[src/hw/rtl/all_pairs_shortest_path_via_node_core_macros.svh]
// Assertion helpers for the route core.
`ifndef ALL_PAIRS_SHORTEST_PATH_VIA_NODE_CORE_MACROS_SVH
`define ALL_PAIRS_SHORTEST_PATH_VIA_NODE_CORE_MACROS_SVH
// Implication checked on every clock edge outside reset.
`define APSP_ASSERT_IMPL(label, clk, rst, ante, cons, msg) \
   label: assert property (@(posedge clk) disable iff (rst) (ante) |-> (cons)) \
      else $error(msg);
// Next-cycle implication.
`define APSP_ASSERT_NEXT(label, clk, rst, ante, cons, msg) \
   label: assert property (@(posedge clk) disable iff (rst) (ante) |=> (cons)) \
      else $error(msg);
`endif

[src/hw/rtl/apsp_pkg.sv]
`timescale 1ns / 1ps
package apsp_pkg;
   localparam logic [1:0] CMD_CLEAR   = 2'd0;
   localparam logic [1:0] CMD_ADD     = 2'd1;
   localparam logic [1:0] CMD_COMPUTE = 2'd2;
   localparam logic [1:0] CMD_QUERY   = 2'd3;

   localparam int REG_DISCOUNT_NODE = 0;
   localparam int REG_NODE_COUNT    = 1;

   // Memory operations the controller asks of the datapath.
   localparam logic [2:0] OP_NONE   = 3'd0;
   localparam logic [2:0] OP_CLR    = 3'd1;  // write diagonal/infinity at addr_a
   localparam logic [2:0] OP_RD     = 3'd2;  // read both matrices at a, b and c
   localparam logic [2:0] OP_ADD_WR = 3'd3;  // min-update edge at addr_a
   localparam logic [2:0] OP_RLX_WR = 3'd4;  // relax entry at addr_a
   localparam logic [2:0] OP_QRY    = 3'd5;  // capture query answer

   typedef struct packed {
      logic [2:0] op;
      logic       diag;
      logic       use_disc;
      logic       in_range;
   } cmd_type;
endpackage

[src/hw/rtl/apsp_ctrl.sv]
`timescale 1ns / 1ps
`include "all_pairs_shortest_path_via_node_core_macros.svh"
module apsp_ctrl #(
   parameter int NB = 6,
   parameter int MAX_NODES = 64
) (
   input  logic               clock,
   input  logic               reset,
   input  logic               req_valid,
   output logic               req_stall,
   input  logic [1:0]         req_command,
   input  logic [5:0]         req_src_node,
   input  logic [5:0]         req_dst_node,
   input  logic [29:0]        req_edge_weight,
   output logic               rsp_valid,
   input  logic               rsp_stall,
   input  logic [5:0]         discount_node,
   input  logic [6:0]         node_count,
   output apsp_pkg::cmd_type  cmd,
   output logic [2*NB-1:0]    addr_a,
   output logic [2*NB-1:0]    addr_b,
   output logic [2*NB-1:0]    addr_c,
   output logic [29:0]        weight
);
   localparam logic [3:0] S_INIT = 4'd0, S_IDLE = 4'd1, S_CLR = 4'd2, S_ADD_RD = 4'd3,
      S_ADD_WR = 4'd4, S_Q_RD = 4'd5, S_Q_SUM = 4'd6, S_Q_CAP = 4'd7,
      S_RSP = 4'd8, S_R_RD = 4'd9, S_R_SUM = 4'd10, S_R_WR = 4'd11;
   localparam int CW = (NB > 7) ? NB + 1 : 8;

   logic [3:0]      state_ff, state_in;
   logic [2*NB-1:0] clr_ff, clr_in;
   logic [NB-1:0]   k_ff, k_in, i_ff, i_in, j_ff, j_in;
   logic [NB-1:0]   src_ff, src_in, dst_ff, dst_in;
   logic [29:0]     w_ff, w_in;
   logic            rng_ff, rng_in;
   logic            disc_ok;
   logic [NB-1:0]   dn, last;
   logic [CW-1:0]   nc_ext;
   logic [NB:0]     n_eff;

   assign disc_ok = CW'(discount_node) < CW'(MAX_NODES);
   assign dn      = NB'(discount_node);
   assign nc_ext  = CW'(node_count);
   assign n_eff   = (nc_ext > CW'(MAX_NODES)) ? (NB+1)'(MAX_NODES) : (NB+1)'(nc_ext);
   assign last    = NB'(n_eff - (NB+1)'(1));

   assign req_stall = state_ff != S_IDLE;
   assign rsp_valid = state_ff == S_RSP;
   assign weight    = w_ff;

   always_comb begin
      state_in = state_ff;
      clr_in = clr_ff; k_in = k_ff; i_in = i_ff; j_in = j_ff;
      src_in = src_ff; dst_in = dst_ff; w_in = w_ff; rng_in = rng_ff;
      cmd = '{op: apsp_pkg::OP_NONE, diag: 1'b0, use_disc: disc_ok, in_range: rng_ff};
      addr_a = {src_ff, dst_ff};
      addr_b = {src_ff, dn};
      addr_c = {dn, dst_ff};
      unique case (state_ff)
         S_INIT, S_CLR: begin
            cmd.op = apsp_pkg::OP_CLR;
            cmd.diag = clr_ff[2*NB-1:NB] == clr_ff[NB-1:0];
            addr_a = clr_ff;
            clr_in = clr_ff + (2*NB)'(1);
            if (&clr_ff) state_in = S_IDLE;
         end
         S_IDLE: begin
            if (req_valid) begin
               src_in = NB'(req_src_node);
               dst_in = NB'(req_dst_node);
               w_in   = req_edge_weight;
               rng_in = CW'(req_src_node) < CW'(MAX_NODES) &&
                        CW'(req_dst_node) < CW'(MAX_NODES);
               k_in = '0; i_in = '0; j_in = '0; clr_in = '0;
               unique case (req_command)
                  apsp_pkg::CMD_CLEAR:   state_in = S_CLR;
                  apsp_pkg::CMD_ADD:     state_in = S_ADD_RD;
                  apsp_pkg::CMD_COMPUTE: state_in = (node_count == 7'd0) ? S_IDLE : S_R_RD;
                  default:               state_in = S_Q_RD;
               endcase
            end
         end
         S_ADD_RD: begin
            cmd.op = apsp_pkg::OP_RD;
            state_in = rng_ff ? S_ADD_WR : S_IDLE;
         end
         S_ADD_WR: begin
            cmd.op = apsp_pkg::OP_ADD_WR;
            state_in = S_IDLE;
         end
         S_Q_RD: begin
            cmd.op = apsp_pkg::OP_RD;
            state_in = S_Q_SUM;
         end
         S_Q_SUM: state_in = S_Q_CAP;
         S_Q_CAP: begin
            cmd.op = apsp_pkg::OP_QRY;
            state_in = S_RSP;
         end
         S_RSP: if (!rsp_stall) state_in = S_IDLE;
         S_R_RD: begin
            cmd.op = apsp_pkg::OP_RD;
            addr_a = {i_ff, j_ff}; addr_b = {i_ff, k_ff}; addr_c = {k_ff, j_ff};
            state_in = S_R_SUM;
         end
         S_R_SUM: begin
            addr_a = {i_ff, j_ff};
            state_in = S_R_WR;
         end
         S_R_WR: begin
            cmd.op = apsp_pkg::OP_RLX_WR;
            addr_a = {i_ff, j_ff};
            state_in = S_R_RD;
            j_in = j_ff + NB'(1);
            if (j_ff == last) begin
               j_in = '0;
               i_in = i_ff + NB'(1);
               if (i_ff == last) begin
                  i_in = '0;
                  k_in = k_ff + NB'(1);
                  if (k_ff == last) state_in = S_IDLE;
               end
            end
         end
         default: state_in = S_IDLE;
      endcase
   end

   always_ff @(posedge clock) begin
      if (reset) begin
         state_ff <= S_INIT;
         clr_ff <= '0; k_ff <= '0; i_ff <= '0; j_ff <= '0;
      end else begin
         state_ff <= state_in;
         clr_ff <= clr_in; k_ff <= k_in; i_ff <= i_in; j_ff <= j_in;
      end
   end
   always_ff @(posedge clock) begin
      src_ff <= src_in; dst_ff <= dst_in; w_ff <= w_in; rng_ff <= rng_in;
   end

   `APSP_ASSERT_NEXT(a_rsp_after_cap, clock, reset, state_ff == S_Q_CAP, rsp_valid, "query did not answer")
   `APSP_ASSERT_IMPL(a_busy_stall, clock, reset, state_ff != S_IDLE, req_stall, "accepting while busy")
   `APSP_ASSERT_IMPL(a_rlx_bounds, clock, reset, state_ff == S_R_WR, k_ff <= last && i_ff <= last && j_ff <= last, "relax index out of range")
endmodule
[config.mk]
export PLATFORM = sky130hd
export DESIGN_NAME = apsp_ctrl
export DESIGN_NICKNAME = d
export VERILOG_FILES = /design/src/hw/rtl/apsp_pkg.sv /design/src/hw/rtl/apsp_ctrl.sv
export VERILOG_INCLUDE_DIRS = /design/src /design/src/hw/rtl
export SDC_FILE = /design/constraint.sdc
export NUM_CORES = 1
export LEC_CHECK = 0
export BUFFER_PORTS_ARGS = -buffer_cell sky130_fd_sc_hd__buf_2
export CAP_MARGIN = 0
export CORE_UTILIZATION = 51
export DETAILED_ROUTE_END_ITERATION = 10
export PLACE_DENSITY = 0.9
export SYNTH_ARGS = -nofsm -noshare
export SYNTH_HDL_FRONTEND = slang
export SYNTH_SLANG_ARGS = --single-unit
export TNS_END_PERCENT = 50
[constraint.sdc]
create_clock -name clock -period 4.2 [get_ports clock]
set_input_delay 0.42 -clock clock [delete_from_list [all_inputs] [get_ports clock]]
set_output_delay 0.42 -clock clock [all_outputs]
set_load 0.005 [all_outputs]
# Word level (Yosys, flattened, before mapping)

Index checks and enable logic that the tools add are counted.

Input bits: 61
Output and inout port bits: 74
Logic and storage cells: 78
Register bits after elaboration: 76

Multiplexer cells: 26
Equality and inequality tests: 23
Order comparisons: 1
Reduce and logical (&&, ||, !) cells: 15
$add $sub $neg: 5

Operators with widths:

| cell                                                                  | number |
|---|---|
| 12-bit case mux with 2 select lines                                   | 2 |
| 6-bit 2-to-1 mux                                                      | 7 |
| 4-bit case mux with 10 select lines                                   | 1 |
| 12-bit 2-to-1 mux                                                     | 3 |
| 6-bit case mux with 2 select lines                                    | 3 |
| 4-bit 2-to-1 mux                                                      | 7 |
| 6-bit equality test                                                   | 4 |
| 6-bit by 1-bit adder with 6-bit output, second input constant         | 3 |
| 4-bit by 3-bit equality test with 1-bit output, second input constant | 4 |
| 4-bit equality test, second input constant                            | 4 |
| 3-bit case mux with 5 select lines                                    | 1 |
| 12-bit by 1-bit adder with 12-bit output, second input constant       | 1 |
| 4-bit case mux with 3 select lines                                    | 1 |
| 12-bit AND reduction                                                  | 1 |
| 2-bit inequality test, second input constant                          | 5 |
| 4-bit by 2-bit equality test with 1-bit output, second input constant | 2 |
| 7-bit greater-than comparator, second input constant                  | 1 |
| 7-bit zero test                                                       | 1 |
| 2-bit AND reduction                                                   | 3 |
| 3-bit AND reduction                                                   | 2 |
| 3-bit OR reduction                                                    | 2 |
| 6-bit by 1-bit subtractor with 6-bit output, second input constant    | 1 |
| 4-bit by 1-bit equality test with 1-bit output, second input constant | 1 |
| 4-bit zero test                                                       | 1 |
| 8 further kinds                                                       | 9 |

# Logic depth before layout (Yosys ltp)

Word-level depth: 8
Depth in mapped cells: 12
Gate-level depth less buffers: 9

# Worst setup path after synthesis

Ideal clock, no wire load.

Path kind: register to register
Start point: register state_ff[2]
End point: register i_ff[3]
Clock period less this slack: 3.036 ns
Data required time: 4.071 ns
Path buffers: 2
Setup time: 0.129 ns
Arrival time: 2.908 ns
Stages on the path, launching flop included: 8
Setup slack: 1.164 ns
Cell sequence: dfxtp_1 > clkbuf_1 > nor4b_1 > nand2_1 > inv_1 > buf_1 > o211ai_1 > nor3b_1

Word-level cells in the longest chain between the ends: 3
Elaborated cells between the ends (all ways): 7
Those cells by class: eq/ne: 4; mux: 1; reduce/logical: 2

Ends and longest elaborated chain:

| what                                                                                         | RTL line         | source |
|---|---|---|
| from (decl)                                                                                  | apsp_ctrl.sv:30  | `logic [3:0] state_ff, state_in;` |
| from (signal assigned)                                                                       | apsp_ctrl.sv:134 | `state_ff <= state_in;` |
| 4-bit equality test / 4-bit by 1-bit equality test with 1-bit output (equally long branches) | apsp_ctrl.sv:59  | `unique case (state_ff)` |
| 2-bit inequality test (no line) / 2-bit nonzero test (equally long branches)                 | --               |  |
| 3-bit AND reduction (no line)                                                                | --               |  |
| to (signal assigned)                                                                         | apsp_ctrl.sv:135 | `clr_ff <= clr_in; k_ff <= k_in; i_ff <= i_in; j_ff <= j_in;` |
| to (decl)                                                                                    | apsp_ctrl.sv:32  | `logic [NB-1:0] k_ff, k_in, i_ff, i_in, j_ff, j_in;` |

Parallel ways exist; a longest one is shown, timed or not.
A chain may end at the register's enable or synchronous reset.

# Final worst setup path

Start point: register state_ff[3]
End point: output port addr_a[10]

Word-level cells in the longest chain between the ends: 3
Elaborated cells between the ends (all ways): 8
Those cells by class: eq/ne: 4; mux: 1; reduce/logical: 3

Ends and longest elaborated chain:

| what                                                                      | RTL line        | source |
|---|---|---|
| 4-bit equality test (tied with other cells)                               | apsp_ctrl.sv:59 |  |
| 3-bit OR reduction (no line) / 2-bit OR reduction (equally long branches) | --              |  |
| 12-bit case mux with 2 select lines (*)                                   | apsp_ctrl.sv:59 |  |
| to (decl)                                                                 | apsp_ctrl.sv:20 | `output logic [2*NB-1:0] addr_a,` |

Every way passes the cells marked *; elsewhere a longest branch is shown, timed or not.

==> flow_metrics.env <==
export IMPL_gr_total_overflow=0
export IMPL_vdd_drop_max_uv=255
export IMPL_die_area_um2=8680
export IMPL_crit_buf_inv=1
export IMPL_slew_viol_final=0
export IMPL_ant_nets=0
export IMPL_worst_pin_slew_ns=0.808
export IMPL_synth_cell_types=65
export IMPL_p_sw_share_pct=23.5
export IMPL_synth_ff_type="edfxtp_1"
export IMPL_fin_util_pct=64.6
export IMPL_clockBufferDepth=2
export IMPL_syn_cell_area_um2=4240
export IMPL_ys_ff_latch=76
export IMPL_portBuffers=132
export IMPL_power_frac_clock_pct=37.9
export IMPL_power_switching_mw=0.342
export IMPL_clkSlewWorstSetupHoldPaths_ns=0.08
export IMPL_setup_viol=0
export IMPL_sequentialPowerShare_pct=54.2
export IMPL_layout_nets=610
export IMPL_arrival_ns=2.86
export IMPL_timing_worst_setup_path_type="flip-flop to primary output"
export IMPL_dpl_hpwl_mm=8.74
export IMPL_place_ws_ns=1.06
export IMPL_ys_warn_count=0
export IMPL_crit_fanout=18
export IMPL_r2r_setup_slack_ns=1.63
export IMPL_drt_iter0_markers=339
export IMPL_hp_class="input port to flip-flop"
export IMPL_drc=0
export IMPL_ys_seq_area_share_pct=45.8
export IMPL_die_w_um=93.2
export IMPL_path_cells="nand2b_1 -> nor2_1 -> nor2_1 -> a221o_1 -> buf_2"
export IMPL_dr_wl_met2_mm=5.97
export IMPL_critPathMostFrequentCell="nor2_1"
export IMPL_rows=32
export IMPL_clockRootBuffer="clkbuf_8"
export IMPL_rsz0062_at_grt="no"
export IMPL_worstPathRequired_ns=3.78
export IMPL_drive_above_1_share_pct=32.4
export IMPL_synth_area_per_cell_um2=9.88
export IMPL_clkSinkCount=76
export IMPL_ctsHoldBuffers=0
export IMPL_cellLeakagePower_nw=2.02
export IMPL_slowest_stage="dfxtp_1"
export IMPL_antenna_cells=0
export IMPL_clock_latency_ns=0.35
export IMPL_setup_ws_ns=0.923
export IMPL_timing_final_crit_share_pct=78.0
export IMPL_antenna_found_initial=0
export IMPL_cap_violations=0
export IMPL_routed_wl_mm=12.0
export IMPL_cp_start_kind="flip-flop"
export IMPL_critPathCaptureType="primary output"
export IMPL_core_area_um2=7890
export IMPL_io_pins=135
export IMPL_globalRouteTotalUtil_pct=28.3
export IMPL_cts_tree="done"
export IMPL_cts_htree_levels=3
export IMPL_status="finished clean"
export IMPL_synth_edf_count=42
export IMPL_critPathMaxStageDelay_ns=0.68
export IMPL_grt_max_degree=57
export IMPL_max_freq_mhz=305
export IMPL_top_layer="met4"
export IMPL_wire_per_inst_um=18.5
export IMPL_yosysTopAreaCellShare_pct=29.8
export IMPL_finalWeightedCongestion=0.935
export IMPL_relSlewSlack_pct=45.9
export IMPL_cp_top_family="simple AND/OR/NAND/NOR gates"
export IMPL_post_cts_buffers=0
export IMPL_vias_per_cell=6.04
export IMPL_syn_instance_count=429
export IMPL_layout_min_cycle_time_ns=3.28
export IMPL_cts_resized=0
export IMPL_power_density_nw_per_um2=286
export IMPL_numCtsBuffers=9
export IMPL_tns_ns=0
export IMPL_start_util_pct=53.7
export IMPL_syn2layout_area_growth_pct=20.2
export IMPL_grt_pass1_wl_mm=18.6
export IMPL_p_int_mw=1.12
export IMPL_drt_pass1_iterations=5
export IMPL_placed_cell_area_um2=4900
export IMPL_finalHoldViolations=0
export IMPL_yosys_top_cells_area="edfxtp_1 30%, dfxtp_1 16%, mux2_2 4.8%, nand2_1 4.0%, nor2_1 3.2%"
export IMPL_skew_ns=0.00851
export IMPL_vias=3934
export IMPL_m1WireLength_mm=4.78
export IMPL_die_y_um=93.2
export IMPL_met3_length_mm=1.00
export IMPL_grt_pass1_vias=3625
export IMPL_final_area_um2=5100
export IMPL_synth_top_area_cell="edfxtp_1"
export IMPL_postSynth_asyncResetShare_pct=0
export IMPL_combPwrFrac_pct=8.0
==> power by group through the flow <==
stage	logic, mW	registers (mW)	clock network [mW]
finish	0.116	0.790	0.552
global route	0.127	0.790	0.591
floorplan	0.0679	0.805	0
CTS	0.115	0.789	0.562
global placement	0.110	0.806	0
detailed placement	0.114	0.807	0
==> cell families (layout without fill, tap and decap cells) <==
group | Yosys count | count (layout) | share of synthesized area (%)
compound gates | 91 | 91 | 16.0
xor+xnor | 28 | 28 | 6.43
fa+ha+maj | 5 | 5 | 1.48
buf+inv | 45 | 164 | 4.93
flops | 76 | 76 | 45.8
mux | 22 | 22 | 5.73
other cells | 1 | 2 | 0.0885
simple gates | 161 | 161 | 19.6
==> cells in the final DEF (no fill, tap or decap), drive strengths merged, types with 14 or more instances in the layout <==
master	n
a21oi	18
mux2	18
o21ai	14
nor2	36
buf	135
nor3	14
dfxtp	34
inv	14
edfxtp	42
nand2	45
==> worst reg2reg max path: stages, from the launching register on <==
cell,delay [ns]
dfxtp_1,0.59
nor4b_1,0.42
nand2_1,0.29
inv_2,0.12
buf_4,0.54
nor2_1,0.21
o311ai_0,0.15
o31ai_1,0.12
==> cells in the mapped netlist (12+ instances only) <==
master / instances
nor3_1: 14
xnor2_1: 13
o21ai_0: 12
nand2_1: 45
dfxtp_1: 34
edfxtp_1: 42
mux2_2: 18
xor2_1: 13
inv_1: 13
clkbuf_1: 19
nor2_1: 36
a21oi_1: 18
==> final timing paths <==
path              depth (start not counted)          startpoint    endpoint
setup reg to reg                          7         state_ff[0]     k_ff[2]
hold / removal                            1  req_edge_weight[9]   weight[9]
hold reg to reg                           2             k_ff[4]     k_ff[4]
setup / recovery                          5         state_ff[3]  addr_a[10]
==> state kept, by name, indices dropped and copies added (netlist names) <==
| name | cells |
|---|---|
| clr_ff | 12 |
| dst_ff | 6 |
| i_ff | 6 |
| src_ff | 6 |
| weight | 30 |
| j_ff | 6 |
| state_ff | 4 |
| k_ff | 6 |
==> metal layers <==
layer	vias up	track usage (%)
met5	-	0
met4	0	11.9
met3	34	6.59
met2	228	47.4
met1	1839	35.1
li1	1833	-
==> layout make-up <==
class,instances,area (um^2)
fillers,637,2790
multi-input cells,309,2100
flip-flops and latches,76,1940
repair buffers,135,683
well taps,102,128
clock buffers,9,124
clock inverters,7,75.1
inverters,13,48.8
==> metrics by stage <==
stage	power (mW)	hold slack [ns]	cells
4_1_cts	1.47	0.220	651
3_5_place_dp	0.921	0.517	635
2_1_floorplan	0.873	0.465	430
3_3_place_gp	0.916	0.498	635
5_1_grt	1.51	0.213	651
6_report	1.46	0.232	651
Note: power is estimated with default switching activity, not from simulation.
